[src/hem_pkg.sv]
// Shared types and constants for the haptic envelope mixer.
// Depends on nothing; every other file refers to it by scoped names.
`default_nettype none
package hem_pkg;

  localparam int SHOT_SLOTS = 12;
  localparam int CHANNELS   = 3;
  localparam int LEVEL_MAX  = 65535;

  localparam int SLOT_AW = (SHOT_SLOTS > 1) ? $clog2(SHOT_SLOTS) : 1;
  localparam int SLOT_CW = $clog2(SHOT_SLOTS + 1);
  localparam int SUM_W   = 16 + $clog2(SHOT_SLOTS + CHANNELS + 1);
  localparam int DVD_W   = 27;

  localparam logic [7:0] HOLD_TICS_RST = 8'd6;
  localparam logic [9:0] CMD_HOLD_RST  = 10'd200;

  localparam logic [1:0] OP_TICK    = 2'd0;
  localparam logic [1:0] OP_ADD     = 2'd1;
  localparam logic [1:0] OP_REFRESH = 2'd2;
  localparam logic [1:0] OP_STOP    = 2'd3;

  localparam logic CFG_HOLD_TICS = 1'b0;
  localparam logic CFG_CMD_HOLD  = 1'b1;

  typedef struct packed {
    logic signed [11:0] delay;
    logic [15:0]        start_low;
    logic [15:0]        start_high;
    logic [15:0]        end_low;
    logic [15:0]        end_high;
    logic [10:0]        elapsed;
    logic [9:0]         length;
  } slot_t;

endpackage
`default_nettype wire

[src/haptic_envelope_mixer.sv]
// Top level of the haptic envelope mixer: sequencer, channel registers, mixing.
// Depends on hem_pkg, hem_slot_ram and hem_div.
//
//  channel   direction  handshake                 payload
//  in        sink       in_valid_i / in_stall_o   opcode .. channel
//  out       source     out_valid_o / out_stall_i motor_low, motor_high, hold_ms
//  cfg       sink       cfg_we_i                  cfg_index_i, cfg_data_i
//
// A tick walks the slot table one entry at a time; an active ramping slot
// waits on the one-bit-a-cycle divider. Reset clears the active bits and
// channel holds and sets the idle flag at once; the slot memory needs no
// clearing since an inactive entry is never read. A result waits in the
// output register; only the final hand-off of a new beat waits on out_stall_i.
`default_nettype none
module haptic_envelope_mixer (
  input  wire         clk_i,
  input  wire         rst_ni,
  input  wire         in_valid_i,
  output logic        in_stall_o,
  input  wire  [1:0]  opcode_i,
  input  wire  [7:0]  tics_i,
  input  wire  [9:0]  delay_i,
  input  wire  [15:0] start_low_i,
  input  wire  [15:0] start_high_i,
  input  wire  [15:0] end_low_i,
  input  wire  [15:0] end_high_i,
  input  wire  [9:0]  duration_i,
  input  wire  [1:0]  channel_i,
  output logic        out_valid_o,
  input  wire         out_stall_i,
  output logic [15:0] motor_low_o,
  output logic [15:0] motor_high_o,
  output logic [9:0]  hold_ms_o,
  input  wire         cfg_we_i,
  input  wire         cfg_index_i,
  input  wire  [9:0]  cfg_data_i
);

  localparam int AW = hem_pkg::SLOT_AW;
  localparam int CW = hem_pkg::SLOT_CW;
  localparam int SW = hem_pkg::SUM_W;

  localparam logic [2:0] ST_IDLE = 3'd0;
  localparam logic [2:0] ST_RD   = 3'd1;
  localparam logic [2:0] ST_EXE  = 3'd2;
  localparam logic [2:0] ST_MUL  = 3'd3;
  localparam logic [2:0] ST_DST  = 3'd4;
  localparam logic [2:0] ST_DIV  = 3'd5;
  localparam logic [2:0] ST_ACC  = 3'd6;
  localparam logic [2:0] ST_OUT  = 3'd7;

  logic [2:0]  state_q;
  logic [7:0]  hold_tics_q;
  logic [9:0]  cmd_hold_q;
  logic [hem_pkg::SHOT_SLOTS-1:0] active_q;
  logic [15:0]       chan_lo_q   [hem_pkg::CHANNELS];
  logic [15:0]       chan_hi_q   [hem_pkg::CHANNELS];
  logic signed [8:0] chan_hold_q [hem_pkg::CHANNELS];
  logic        idle_q;
  logic [CW-1:0] idx_q;
  logic [7:0]  tics_q;
  logic [SW-1:0] sum_lo_q, sum_hi_q;
  logic        is_stop_q;

  // Working registers for one slot.
  hem_pkg::slot_t cur_q;
  logic [9:0]  pos_q;
  logic signed [16:0] dlo_q, dhi_q;
  logic signed [27:0] plo_q, phi_q;

  logic        out_valid_q;
  logic [15:0] out_lo_q, out_hi_q;
  logic [9:0]  out_ms_q;

  logic        in_acc, out_free;
  logic [AW-1:0] free_idx;
  logic        ram_we, ram_re;
  logic [AW-1:0] ram_waddr;
  hem_pkg::slot_t ram_wdata, ram_rdata, new_slot;
  logic [10:0] el_new;
  logic        div_done, div_done_lo, div_done_hi;
  logic [15:0] q_lo, q_hi;
  logic [hem_pkg::DVD_W-1:0] mag_lo, mag_hi;
  logic [16:0] pt_lo, pt_hi;
  logic [SW-1:0] mix_lo, mix_hi;
  logic [15:0] sat_lo, sat_hi;

  assign in_stall_o = (state_q != ST_IDLE);
  assign in_acc     = in_valid_i && !in_stall_o;
  assign out_free   = !out_valid_q || !out_stall_i;

  // First free slot, or slot 0 when the table is full.
  always_comb begin
    free_idx = '0;
    for (int i = hem_pkg::SHOT_SLOTS - 1; i >= 0; i--) begin
      if (!active_q[i]) begin
        free_idx = AW'(i);
      end
    end
  end

  always_comb begin
    new_slot.delay      = {2'b00, delay_i};
    new_slot.start_low  = start_low_i;
    new_slot.start_high = start_high_i;
    new_slot.end_low    = end_low_i;
    new_slot.end_high   = end_high_i;
    new_slot.elapsed    = '0;
    new_slot.length     = (duration_i == '0) ? 10'd1 : duration_i;
  end

  // The slot just read either counts down its delay or advances its ramp.
  assign el_new = ram_rdata.elapsed + 11'(tics_q);

  always_comb begin
    ram_wdata = ram_rdata;
    if (ram_rdata.delay > 0) begin
      ram_wdata.delay = ram_rdata.delay - $signed({4'b0000, tics_q});
    end else begin
      ram_wdata.elapsed = el_new;
    end
  end

  assign ram_we    = (in_acc && opcode_i == hem_pkg::OP_ADD) || (state_q == ST_EXE);
  assign ram_waddr = (state_q == ST_EXE) ? idx_q[AW-1:0] : free_idx;
  assign ram_re    = (state_q == ST_RD) && (idx_q != CW'(hem_pkg::SHOT_SLOTS))
                     && active_q[idx_q[AW-1:0]];

  hem_slot_ram u_ram (
    .clk_i   (clk_i),
    .we_i    (ram_we),
    .waddr_i (ram_waddr),
    .wdata_i ((state_q == ST_EXE) ? ram_wdata : new_slot),
    .re_i    (ram_re),
    .raddr_i (idx_q[AW-1:0]),
    .rdata_o (ram_rdata)
  );

  assign mag_lo = plo_q[27] ? 27'(-plo_q) : plo_q[26:0];
  assign mag_hi = phi_q[27] ? 27'(-phi_q) : phi_q[26:0];

  hem_div u_div_lo (
    .clk_i      (clk_i),
    .rst_ni     (rst_ni),
    .start_i    (state_q == ST_DST),
    .dividend_i (mag_lo),
    .divisor_i  (cur_q.length),
    .done_o     (div_done_lo),
    .quotient_o (q_lo)
  );

  hem_div u_div_hi (
    .clk_i      (clk_i),
    .rst_ni     (rst_ni),
    .start_i    (state_q == ST_DST),
    .dividend_i (mag_hi),
    .divisor_i  (cur_q.length),
    .done_o     (div_done_hi),
    .quotient_o (q_hi)
  );

  // Both dividers run in lock step; the walk moves on once both have finished.
  assign div_done = div_done_lo && div_done_hi;

  // Division truncates toward zero; the product's sign picks add or subtract.
  assign pt_lo = plo_q[27] ? ({1'b0, cur_q.start_low} - {1'b0, q_lo})
                           : ({1'b0, cur_q.start_low} + {1'b0, q_lo});
  assign pt_hi = phi_q[27] ? ({1'b0, cur_q.start_high} - {1'b0, q_hi})
                           : ({1'b0, cur_q.start_high} + {1'b0, q_hi});

  // Live channels join the slot sums after the walk.
  always_comb begin
    mix_lo = sum_lo_q;
    mix_hi = sum_hi_q;
    for (int c = 0; c < hem_pkg::CHANNELS; c++) begin
      if (chan_hold_q[c] > 0) begin
        mix_lo = mix_lo + SW'(chan_lo_q[c]);
        mix_hi = mix_hi + SW'(chan_hi_q[c]);
      end
    end
    sat_lo = (mix_lo > SW'(hem_pkg::LEVEL_MAX)) ? 16'hFFFF : mix_lo[15:0];
    sat_hi = (mix_hi > SW'(hem_pkg::LEVEL_MAX)) ? 16'hFFFF : mix_hi[15:0];
  end

  always_ff @(posedge clk_i or negedge rst_ni) begin
    if (!rst_ni) begin
      hold_tics_q <= hem_pkg::HOLD_TICS_RST;
      cmd_hold_q  <= hem_pkg::CMD_HOLD_RST;
    end else if (cfg_we_i) begin
      unique case (cfg_index_i)
        hem_pkg::CFG_HOLD_TICS: hold_tics_q <= cfg_data_i[7:0];
        hem_pkg::CFG_CMD_HOLD:  cmd_hold_q  <= cfg_data_i;
        default: ;
      endcase
    end
  end

  always_ff @(posedge clk_i or negedge rst_ni) begin
    if (!rst_ni) begin
      state_q     <= ST_IDLE;
      active_q    <= '0;
      idle_q      <= 1'b1;
      out_valid_q <= 1'b0;
      idx_q       <= '0;
      is_stop_q   <= 1'b0;
      for (int c = 0; c < hem_pkg::CHANNELS; c++) begin
        chan_hold_q[c] <= '0;
      end
    end else begin
      // The output state sets the valid flag itself when it hands a beat over.
      if (out_valid_q && !out_stall_i && state_q != ST_OUT) begin
        out_valid_q <= 1'b0;
      end
      unique case (state_q)
        ST_IDLE: begin
          if (in_acc) begin
            unique case (opcode_i)
              hem_pkg::OP_ADD: begin
                active_q[free_idx] <= 1'b1;
              end
              hem_pkg::OP_REFRESH: begin
                for (int c = 0; c < hem_pkg::CHANNELS; c++) begin
                  if (32'(channel_i) == c) begin
                    chan_hold_q[c] <= $signed({1'b0, hold_tics_q});
                  end
                end
              end
              hem_pkg::OP_STOP: begin
                active_q  <= '0;
                for (int c = 0; c < hem_pkg::CHANNELS; c++) begin
                  chan_hold_q[c] <= '0;
                end
                is_stop_q <= 1'b1;
                state_q   <= ST_OUT;
              end
              default: begin
                is_stop_q <= 1'b0;
                idx_q     <= '0;
                state_q   <= ST_RD;
              end
            endcase
          end
        end
        ST_RD: begin
          if (idx_q == CW'(hem_pkg::SHOT_SLOTS)) begin
            for (int c = 0; c < hem_pkg::CHANNELS; c++) begin
              if (chan_hold_q[c] > 0) begin
                chan_hold_q[c] <= chan_hold_q[c] - $signed({1'b0, tics_q});
              end
            end
            state_q <= ST_OUT;
          end else if (ram_re) begin
            state_q <= ST_EXE;
          end else begin
            idx_q <= idx_q + 1'b1;
          end
        end
        ST_EXE: begin
          if (ram_rdata.delay > 0) begin
            idx_q   <= idx_q + 1'b1;
            state_q <= ST_RD;
          end else begin
            if (el_new >= {1'b0, ram_rdata.length}) begin
              active_q[idx_q[AW-1:0]] <= 1'b0;
            end
            state_q <= ST_MUL;
          end
        end
        ST_MUL: state_q <= ST_DST;
        ST_DST: state_q <= ST_DIV;
        ST_DIV: begin
          if (div_done) begin
            state_q <= ST_ACC;
          end
        end
        ST_ACC: begin
          idx_q   <= idx_q + 1'b1;
          state_q <= ST_RD;
        end
        ST_OUT: begin
          if (out_free) begin
            if (is_stop_q) begin
              out_valid_q <= !idle_q;
              idle_q      <= 1'b1;
            end else if (sum_lo_q == '0 && sum_hi_q == '0) begin
              out_valid_q <= !idle_q;
              idle_q      <= 1'b1;
            end else begin
              out_valid_q <= 1'b1;
              idle_q      <= 1'b0;
            end
            state_q <= ST_IDLE;
          end
        end
        default: state_q <= ST_IDLE;
      endcase
    end
  end

  // Datapath registers; no reset needed.
  always_ff @(posedge clk_i) begin
    if (in_acc && opcode_i == hem_pkg::OP_REFRESH) begin
      for (int c = 0; c < hem_pkg::CHANNELS; c++) begin
        if (32'(channel_i) == c) begin
          chan_lo_q[c] <= start_low_i;
          chan_hi_q[c] <= start_high_i;
        end
      end
    end
    if (in_acc && opcode_i == hem_pkg::OP_TICK) begin
      tics_q   <= (tics_i == '0) ? 8'd1 : tics_i;
      sum_lo_q <= '0;
      sum_hi_q <= '0;
    end
    if (state_q == ST_EXE) begin
      cur_q <= ram_rdata;
      pos_q <= (el_new > {1'b0, ram_rdata.length}) ? ram_rdata.length : el_new[9:0];
      dlo_q <= $signed({1'b0, ram_rdata.end_low}) - $signed({1'b0, ram_rdata.start_low});
      dhi_q <= $signed({1'b0, ram_rdata.end_high}) - $signed({1'b0, ram_rdata.start_high});
    end
    if (state_q == ST_MUL) begin
      plo_q <= 28'(dlo_q * $signed({1'b0, pos_q}));
      phi_q <= 28'(dhi_q * $signed({1'b0, pos_q}));
    end
    if (state_q == ST_ACC) begin
      sum_lo_q <= sum_lo_q + SW'(pt_lo);
      sum_hi_q <= sum_hi_q + SW'(pt_hi);
    end
    if (state_q == ST_RD && idx_q == CW'(hem_pkg::SHOT_SLOTS)) begin
      sum_lo_q <= SW'(sat_lo);
      sum_hi_q <= SW'(sat_hi);
    end
    if (state_q == ST_OUT && out_free) begin
      if (is_stop_q || (sum_lo_q == '0 && sum_hi_q == '0)) begin
        out_lo_q <= '0;
        out_hi_q <= '0;
        out_ms_q <= '0;
      end else begin
        out_lo_q <= sum_lo_q[15:0];
        out_hi_q <= sum_hi_q[15:0];
        out_ms_q <= cmd_hold_q;
      end
    end
  end

  assign out_valid_o  = out_valid_q;
  assign motor_low_o  = out_lo_q;
  assign motor_high_o = out_hi_q;
  assign hold_ms_o    = out_ms_q;

endmodule
`default_nettype wire

[src/hem_slot_ram.sv]
// Slot table memory: one write port, one read port, registered read data.
// Depends on hem_pkg for the slot word and depth.
`default_nettype none
module hem_slot_ram (
  input  wire                          clk_i,
  input  wire                          we_i,
  input  wire [hem_pkg::SLOT_AW-1:0]   waddr_i,
  input  wire hem_pkg::slot_t          wdata_i,
  input  wire                          re_i,
  input  wire [hem_pkg::SLOT_AW-1:0]   raddr_i,
  output hem_pkg::slot_t               rdata_o
);

  hem_pkg::slot_t mem [hem_pkg::SHOT_SLOTS];
  hem_pkg::slot_t rdata_q;

  always_ff @(posedge clk_i) begin
    if (we_i) begin
      mem[waddr_i] <= wdata_i;
    end
    if (re_i) begin
      rdata_q <= mem[raddr_i];
    end
  end

  assign rdata_o = rdata_q;

endmodule
`default_nettype wire

[src/hem_div.sv]
// Restoring serial divider, one quotient bit per cycle, for ramp points.
// Depends on hem_pkg for the dividend width.
`default_nettype none
module hem_div (
  input  wire                        clk_i,
  input  wire                        rst_ni,
  input  wire                        start_i,
  input  wire [hem_pkg::DVD_W-1:0]   dividend_i,
  input  wire [9:0]                  divisor_i,
  output logic                       done_o,
  output logic [15:0]                quotient_o
);

  localparam int CNT_W = $clog2(hem_pkg::DVD_W + 1);

  logic [9:0]                rem_q;
  logic [hem_pkg::DVD_W-1:0] shf_q;
  logic [9:0]                dsr_q;
  logic [CNT_W-1:0]          cnt_q;
  logic                      busy_q;
  logic                      done_q;
  logic [10:0]               trial;
  logic                      fits;

  assign trial = {rem_q, shf_q[hem_pkg::DVD_W-1]};
  assign fits  = (trial >= {1'b0, dsr_q});

  always_ff @(posedge clk_i or negedge rst_ni) begin
    if (!rst_ni) begin
      busy_q <= 1'b0;
      done_q <= 1'b0;
      cnt_q  <= '0;
    end else begin
      done_q <= 1'b0;
      if (start_i) begin
        busy_q <= 1'b1;
        cnt_q  <= '0;
      end else if (busy_q) begin
        cnt_q <= cnt_q + 1'b1;
        if (cnt_q == CNT_W'(hem_pkg::DVD_W - 1)) begin
          busy_q <= 1'b0;
          done_q <= 1'b1;
        end
      end
    end
  end

  always_ff @(posedge clk_i) begin
    if (start_i) begin
      rem_q <= '0;
      shf_q <= dividend_i;
      dsr_q <= divisor_i;
    end else if (busy_q) begin
      rem_q <= fits ? 10'(trial - {1'b0, dsr_q}) : trial[9:0];
      shf_q <= {shf_q[hem_pkg::DVD_W-2:0], fits};
    end
  end

  assign done_o     = done_q;
  assign quotient_o = shf_q[15:0];

endmodule
`default_nettype wire

[config.mk]
export PLATFORM = sky130hd
export DESIGN_NAME = haptic_envelope_mixer
export DESIGN_NICKNAME = d
export VERILOG_FILES = /design/src/hem_pkg.sv /design/src/haptic_envelope_mixer.sv /design/src/hem_slot_ram.sv /design/src/hem_div.sv
export SDC_FILE = /design/constraint.sdc
export NUM_CORES = 2
export LEC_CHECK = 0
export BUFFER_PORTS_ARGS = -buffer_cell sky130_fd_sc_hd__buf_2
export CELL_PAD_IN_SITES_DETAIL_PLACEMENT = 0
export CELL_PAD_IN_SITES_GLOBAL_PLACEMENT = 1
export CORE_UTILIZATION = 50
export DETAILED_ROUTE_END_ITERATION = 10
export PLACE_DENSITY = 0.75
export SLEW_MARGIN = 40
export SYNTH_ARGS = -nofsm -noshare
export SYNTH_HDL_FRONTEND = slang
export SYNTH_SLANG_ARGS = --single-unit
[constraint.sdc]
create_clock -name clk_i -period 20.1 [get_ports clk_i]
set_clock_uncertainty 0.1 [all_clocks]
set_input_delay 4.02 -clock clk_i [delete_from_list [all_inputs] [get_ports clk_i]]
set_output_delay 4.02 -clock clk_i [all_outputs]
set_load 0.005 [all_outputs]
======== Word level (Yosys, flattened, before mapping) ========
Memory sizes are Yosys's and may differ from the RTL's. A register that Yosys moved wholly into a read port is not among the register bits.
Index checks and enable logic that the tools add are counted.
W data, S select, Z words.
storage, ports and cells
  output and inout port bits .............. 44
  memories kept ........................... 3
  bits in registers ....................... 397
  input bits .............................. 112
  RAM bits ................................ 1260
  word-level logic and storage cells ...... 300
  ROM bits ................................ 0
  latch bits .............................. 0
memory list
  memory     depth  bits a word  rd ports  clocked after memory_dff  wr ports  RTL line                     text
  u_ram.mem  12     97           1         1                         1         hem_slot_ram.sv:14           hem_pkg::slot_t mem [hem_pkg::SHOT_SLOTS];
  chan_hi_q  3      16           3         0                         1         haptic_envelope_mixer.sv:57  logic [15:0] chan_hi_q [hem_pkg::CHANNELS];
  chan_lo_q  3      16           3         0                         1         haptic_envelope_mixer.sv:56  logic [15:0] chan_lo_q [hem_pkg::CHANNELS];
cells by class
  multipliers ............................. 2
  order comparisons ....................... 14
  reductions and logical operators ........ 52
  shifts and indexed selects .............. 0
  div/mod/pow operators ................... 0
  equality and inequality tests ........... 37
  bitwise logic cells ..................... 5
  add/subtract/negate cells ............... 26
  multiplexer cells ....................... 123
operators by type and width
  cell                    number
  $mux W27                8
  $mux W20                9
  $mux W16                8
  $add A20 B16 Y20        6
  $pmux W27 S2            2
  $mux W97                1
  $mux W4                 18
  $sub A16 B16 Y17        4
  $reduce_or A16 Y1       4
  $mul A17 B11 Y28        2
  $mux W9                 6
  $neg A27 Y27            2
  $mux W12                4
  $pmux W12 S2            2
  $add A20 B17 Y20        2
  $gt A20 B16 Y1 const B  2
  $logic_not A20 Y1       2
  $mux W10                4
  $mux W1                 37
  $add A16 B16 Y17        2
  $mux W17                2
  $ge A11 B10 Y1          3
  $ne A2 B2 Y1 const B    14
  $gt A9 B1 Y1 const B    3
  50 further kinds        112

======== Depth between registers and ports, before layout ========
  depth after elaboration ................. 20
  gate-level depth with buffers ........... 29
  gate-level depth less buffers ........... 28

======== Cells and area by module ========
A second synthesis with hierarchy kept.
unflattened totals
  cells, all modules ...................... 6929
  area total of the unflattened synthesis .. 93464.6 sq um
by module, submodules not included
  module                 seq. area each (sq um)  area each (sq um)  cells each  instances
  hem_slot_ram           37866.3                 46457.1            1972        1
  haptic_envelope_mixer  11453.5                 41320.9            4493        1
  hem_div (u_div_hi)     1486.4                  2857.7             234         1
  hem_div (u_div_lo)     1486.4                  2829.0             230         1

======== Worst setup path before layout ========
Ideal clock, no wire load.
  path kind ............................... input -> register
  start point ............................. input opcode_i[1]
  end point ............................... memory u_ram.mem[1][0] (netlist bit) (enable)
  buffers on the path ..................... 0
  arrival time ............................ 8688 ps
  required time ........................... 19446 ps
  setup time .............................. 554 ps
  setup slack ............................. 10758 ps
  cell stages on the path ................. 6
  cells stage by stage .................... inv_1 > ha_1 > nand3_1 > nor2_1 > a21oi_1 > nor2_1
on the way
  cells in the longest elaborated chain, start to end .. 5
RTL lines
  item                           RTL line                      text
  start: declaration             haptic_envelope_mixer.sv:20   input wire [1:0] opcode_i,
  $eq A2 B1 Y1                   haptic_envelope_mixer.sv:124  assign ram_we = (in_acc && opcode_i == hem_pkg::OP_ADD) || (state_q == ST_EXE);
  $logic_and A1 B1 Y1            haptic_envelope_mixer.sv:124
  $logic_or A1 B1 Y1             haptic_envelope_mixer.sv:124
  $mux W1                        hem_slot_ram.sv:18            if (we_i) begin
  $mux W1 (not written as such)  hem_slot_ram.sv:19            mem[waddr_i] <= wdata_i;
  end: declaration               hem_slot_ram.sv:14
Every way passes these cells.

======== Worst setup path after layout ========
  start point ............................. register chan_hold_q[19] (netlist bit)
  end point ............................... register sum_lo_q[13], data pin
on the way
  cells in the longest elaborated chain, start to end .. 9
RTL lines
  item                              RTL line                      text
  start: declaration                haptic_envelope_mixer.sv:58   logic signed [8:0] chan_hold_q [hem_pkg::CHANNELS];
  start signal: indexed assignment  haptic_envelope_mixer.sv:224  chan_hold_q[c] <= $signed({1'b0, hold_tics_q});
  start signal: indexed assignment  haptic_envelope_mixer.sv:248  chan_hold_q[c] <= chan_hold_q[c] - $signed({1'b0, tics_q});
  $gt A9 B1 Y1 *                    haptic_envelope_mixer.sv:176  if (chan_hold_q[c] > 0) begin
  $mux W20 *                        haptic_envelope_mixer.sv:176
  $add A20 B16 Y20                  haptic_envelope_mixer.sv:177  mix_lo = mix_lo + SW'(chan_lo_q[c]);
  $mux W20 *                        haptic_envelope_mixer.sv:176
  $add A20 B16 Y20                  haptic_envelope_mixer.sv:177
  $mux W20 *                        haptic_envelope_mixer.sv:176
  $gt A20 B16 Y1                    haptic_envelope_mixer.sv:181  sat_lo = (mix_lo > SW'(hem_pkg::LEVEL_MAX)) ? 16'hFFFF : mix_lo[15:0];
  $mux W16 *                        haptic_envelope_mixer.sv:181
  $mux W16 *                        haptic_envelope_mixer.sv:329  if (state_q == ST_RD && idx_q == CW'(hem_pkg::SHOT_SLOTS)) begin
  end signal: assignment            haptic_envelope_mixer.sv:326  sum_lo_q <= sum_lo_q + SW'(pt_lo);
  end signal: assignment            haptic_envelope_mixer.sv:330  sum_lo_q <= SW'(sat_lo);
  end: declaration                  haptic_envelope_mixer.sv:62   logic [SW-1:0] sum_lo_q, sum_hi_q;
Every way passes the cells marked *; elsewhere a longest branch is shown, timed or not.
A chain may end at the register's enable or synchronous reset.

==> results.py <==
metrics = {
    "floorplan": {
        "core_area_sq_mm": 0.1856,
        "top_level_ports": 156,
        "starting_density": 0.5037,
        "core.rowCount": 158,
        "dieArea_sq_mm": 0.1888,
        "die-width_microns": 434.5,
        "chip_height_microns": 434.5,
    },
    "worst_setup_path": {
        "rr_worst_depth": 22,
        "timing_worst_setup_path_type": "reg2reg",
        "critical_path_required_ns": 20.52,
        "critical-path-slowest-cell": "sky130_fd_sc_hd__nor4_1",
        "critical_path_peak_fanout": 60,
        "critPathArrivalTime_ns": 8.13,
        "critical_path.cell_chain": "nor4_1 > a21o_2 > buf_4 > o21ai_0 > ha_1 > o21a_1 > o31a_1 > o41ai_1 > o21ai_0 > xnor2_1 > a21oi_1 > ha_1 > and3_1 > nand3_1 > or3_1 > a31oi_1 > a31oi_1 > nand2b_1 > a211oi_1 > nand4b_1 > o41ai_1 > a21oi_1",
        "setup.worst_path.start_class": "flop",
        "worst_r2r_endpoint": "sum_lo_q[13]$_DFFE_PP_",
        "worst_r2r_startpoint": "chan_hold_q[19]$_DFFE_PN0P_",
        "biggest_cell_delay_along_the_critical_path_ns": 0.80,
        "rrSetupSlack_ns": 12.38,
        "setup.worst_path.end_class": "flop",
    },
    "clocking": {
        "ctsHoldBuffers": 0,
        "cts_inserted_buffers": 180,
        "cts_setup_buffers": 0,
        "cts_buffer_depth": 3,
        "clock_tree.htree_level_count": 4,
        "clkSinkCount": 1754,
        "post_cts.resized_instances": 0,
        "clk_pin_slew_worst_paths_ns": 0.06,
        "clock_insertion_delay_at_the_later_pin_of_the_skew_report_ns": 0.87,
        "tritoncts": "yes",
        "cts_root_buf": "sky130_fd_sc_hd__clkbuf_16",
    },
    "timing": {
        "unrepaired_setup_endpoints_after_global_routing": "false",
        "setup_violations": 0,
        "totalNegativeSetupSlack_ns": 0,
        "worst_slew_pin_slew_ns": 0.9717,
        "period_needed_ns": 7.718,
        "maxSlewHeadroom": 0.3522,
        "finalHoldViolCount": 0,
        "clock.fmax_mhz": 129.6,
        "final_min_period_over_clock_period": 0.3840,
        "slew_violations": 0,
    },
    "yosys": {
        "post-synth-top-count-cell": "sky130_fd_sc_hd__edfxtp_1",
        "synth.yosys.seq_area_share": 0.5560,
        "synth_warnings": 0,
        "leading_cell_types_by_count_after_synthesis": "1645 x sky130_fd_sc_hd__edfxtp_1, 724 x sky130_fd_sc_hd__nand2_1, 530 x sky130_fd_sc_hd__inv_1, 419 x sky130_fd_sc_hd__o21ai_0, 409 x sky130_fd_sc_hd__ha_1",
        "ys_types": 83,
        "postSynthAreaPerCell_sq_um": 13.27,
        "synth_area_sq_mm": 0.09351,
        "synth-seq-cells": 1754,
        "async_flop_share": 0.04618,
        "postSynthCellCount": 7046,
        "synth_top_cell_by_area": "sky130_fd_sc_hd__edfxtp_1",
        "synth_top_cells_by_area": "sky130_fd_sc_hd__edfxtp_1 53%, sky130_fd_sc_hd__mux4_2 7.1%, sky130_fd_sc_hd__fa_1 7.0%",
        "number_of_synthesized_flops_with_an_enable_pin": 1645,
        "synth_ff_type": "sky130_fd_sc_hd__edfxtp_1",
        "netlist.area_leader.share": 0.5283,
        "synth_fp_nets": 7892,
    },
    "detailed_routing": {
        "firstDrtPassIters": 6,
        "detailroute.via_count": 57480,
        "ant_nets": 0,
        "detailed_router_s_first_iteration_violation_count": 5077,
        "avgRoutedWirePerCell_microns": 24.07,
        "detail_route.drc_violations": 0,
        "viasPerCell": 5.833,
        "routed_wirelength_microns": 237200,
    },
    "job": {
        "drv.max_cap_violation_count": 0,
    },
    "final_layout": {
        "drive_above_1_share": 0.1347,
        "fin_nets": 8067,
        "multiInputGateArea_sq_mm": 0.03883,
        "sequential_cell_area_sq_mm": 0.05201,
        "area_growth_pct": 11.09,
        "fill_cells": 14800,
    },
    "hold_path": {
        "worstHoldPathCells": 0,
        "hold_path_class": "reg2reg",
        "min_to": "u_div_lo.dsr_q[5]$_DFFE_PP_",
        "worst_hold_startpoint": "cur_q[5]$_DFFE_PP_",
    },
    "global_routing": {
        "number_of_global_route_vias_before_repair": 57540,
        "total_routing_usage_reported_by_global_routing": 0.2532,
        "grt_start_max_net_pins": 85,
        "number_of_antenna_violations_at_the_first_check_in_global_routing": 17,
        "first_pass_grt_wire_length_microns": 356500,
        "grt_overflow_total": 0,
    },
    "outcome": {
        "run_status": "finished clean",
    },
    "placed_design": {
        "port_buffers": 155,
        "placer_s_final_routability_congestion_estimate": 0.8944,
        "dp.final_hpwl_microns": 162900,
    },
}
state kept, by name, indices dropped and copies added, names as in the netlist, 28 cells and up:
register	cells
u_ram.rdata_o	97
u_ram.mem	1164
plo_q	28
chan_lo_q	48
cur_q	42
phi_q	28
chan_hi_q	48
stage by stage:
step / hold WS, ns / cell area [sq um] / utilization / instances / setup WS, ns
floorplan: 0.3003 / 93510 / - / 7046 / 10.76
global placement: 0.3008 / 97340 / 0.5244 / 9506 / 12.36
detailed placement: 0.3057 / 97720 / 0.5264 / 9519 / 12.68
CTS: 0.3157 / 103800 / 0.5590 / 9851 / 12.59
global route: 0.3187 / 103900 / 0.5596 / 9853 / 12.00
finish: 0.3134 / 103900 / 0.5596 / 9854 / 12.38
kinds of logic (layout without fill, tap and decap cells):
group           after synthesis  after routing  synth area share
mux                         450            450           0.08787
compound gates             1225           1225           0.08094
other cells                   0              3                 0
xor+xnor                    311            311           0.02913
fa+ha+maj                   734            734            0.1243
simple gates               1761           1761           0.08917
buf+inv                     811           1136           0.03258
flops                      1754           1754            0.5560
worst max path at each step:
stage,endpoint,slack (ns),startpoint
floorplan,u_ram.mem[1][0]$_DFFE_PP_,10.76,opcode_i[1]
global placement,u_ram.mem[3][59]$_DFFE_PP_,12.36,opcode_i[1]
detailed placement,sum_lo_q[13]$_DFFE_PP_,12.68,chan_hold_q[19]$_DFFE_PN0P_
CTS,sum_lo_q[13]$_DFFE_PP_,12.59,chan_hold_q[19]$_DFFE_PN0P_
global route,sum_lo_q[13]$_DFFE_PP_,12.00,chan_hold_q[19]$_DFFE_PN0P_
finish,sum_lo_q[13]$_DFFE_PP_,12.38,chan_hold_q[19]$_DFFE_PN0P_
per-layer routing:
| layer | wire length [microns] | global-route usage |
|---|---|---|
| met1 | 101700 | 0.3500 |
| met5 | 56 | 0 |
| met4 | 6909 | 0.07822 |
| met3 | 15760 | 0.03869 |
| met2 | 112800 | 0.4140 |
final cells by class:
type	count	share of cell area
repair buffers	274	0.01819
diodes	3	0.00007227
inverters	530	0.01920
multi-input cells	4481	0.3738
well taps	2480	0.02987
flip-flops and latches	1754	0.5007
clock inverters	107	0.01274
clock buffers	225	0.04547
worst max-delay path, delay by kind of cell, from the launching register on:
| kind | cells | cell delay (ns) |
|---|---|---|
| compound gates | 12 | 3.03 |
| simple gates | 6 | 2.41 |
| fa+ha+maj | 2 | 0.78 |
| buf+inv | 1 | 0.51 |
| flops | 1 | 0.40 |
| xor+xnor | 1 | 0.17 |
cell usage in the layout (no fill, tap or decap), drive strengths merged, types with 16 or more instances in the layout:
| cell type | Yosys | final |
|---|---|---|
| buf | 74 | 272 |
| or3 | 36 | 36 |
| o41ai | 16 | 16 |
| or2 | 27 | 27 |
| ha | 409 | 409 |
| nor4 | 29 | 29 |
| and2 | 260 | 260 |
| a31oi | 41 | 41 |
| edfxtp | 1645 | 1645 |
| a21boi | 28 | 28 |
| dfrtp | 75 | 75 |
| nor2b | 58 | 58 |
| xnor2 | 189 | 189 |
| nand3 | 61 | 61 |
| a21oi | 318 | 318 |
| mux2i | 129 | 129 |
| nand2b | 60 | 60 |
| dfxtp | 28 | 28 |
| bufinv | 0 | 19 |
| clkbuf | 207 | 227 |
| clkinv | 0 | 71 |
| mux2 | 27 | 27 |
| mux4 | 294 | 294 |
| a211oi | 43 | 43 |
| inv | 530 | 536 |
| a211o | 19 | 19 |
| and3 | 24 | 24 |
| o21ai | 423 | 423 |
| o31ai | 47 | 47 |
| a21o | 68 | 68 |
| o21a | 56 | 56 |
| xor2 | 122 | 122 |
| nor3 | 89 | 89 |
| nor2 | 317 | 317 |
| nand2 | 724 | 724 |
| fa | 325 | 325 |
| nand4 | 27 | 27 |
| o211ai | 16 | 16 |
Power is left out: the tool's default activity adds up to more than one toggle a clock period on the data nets, which glitch-free logic cannot reach.
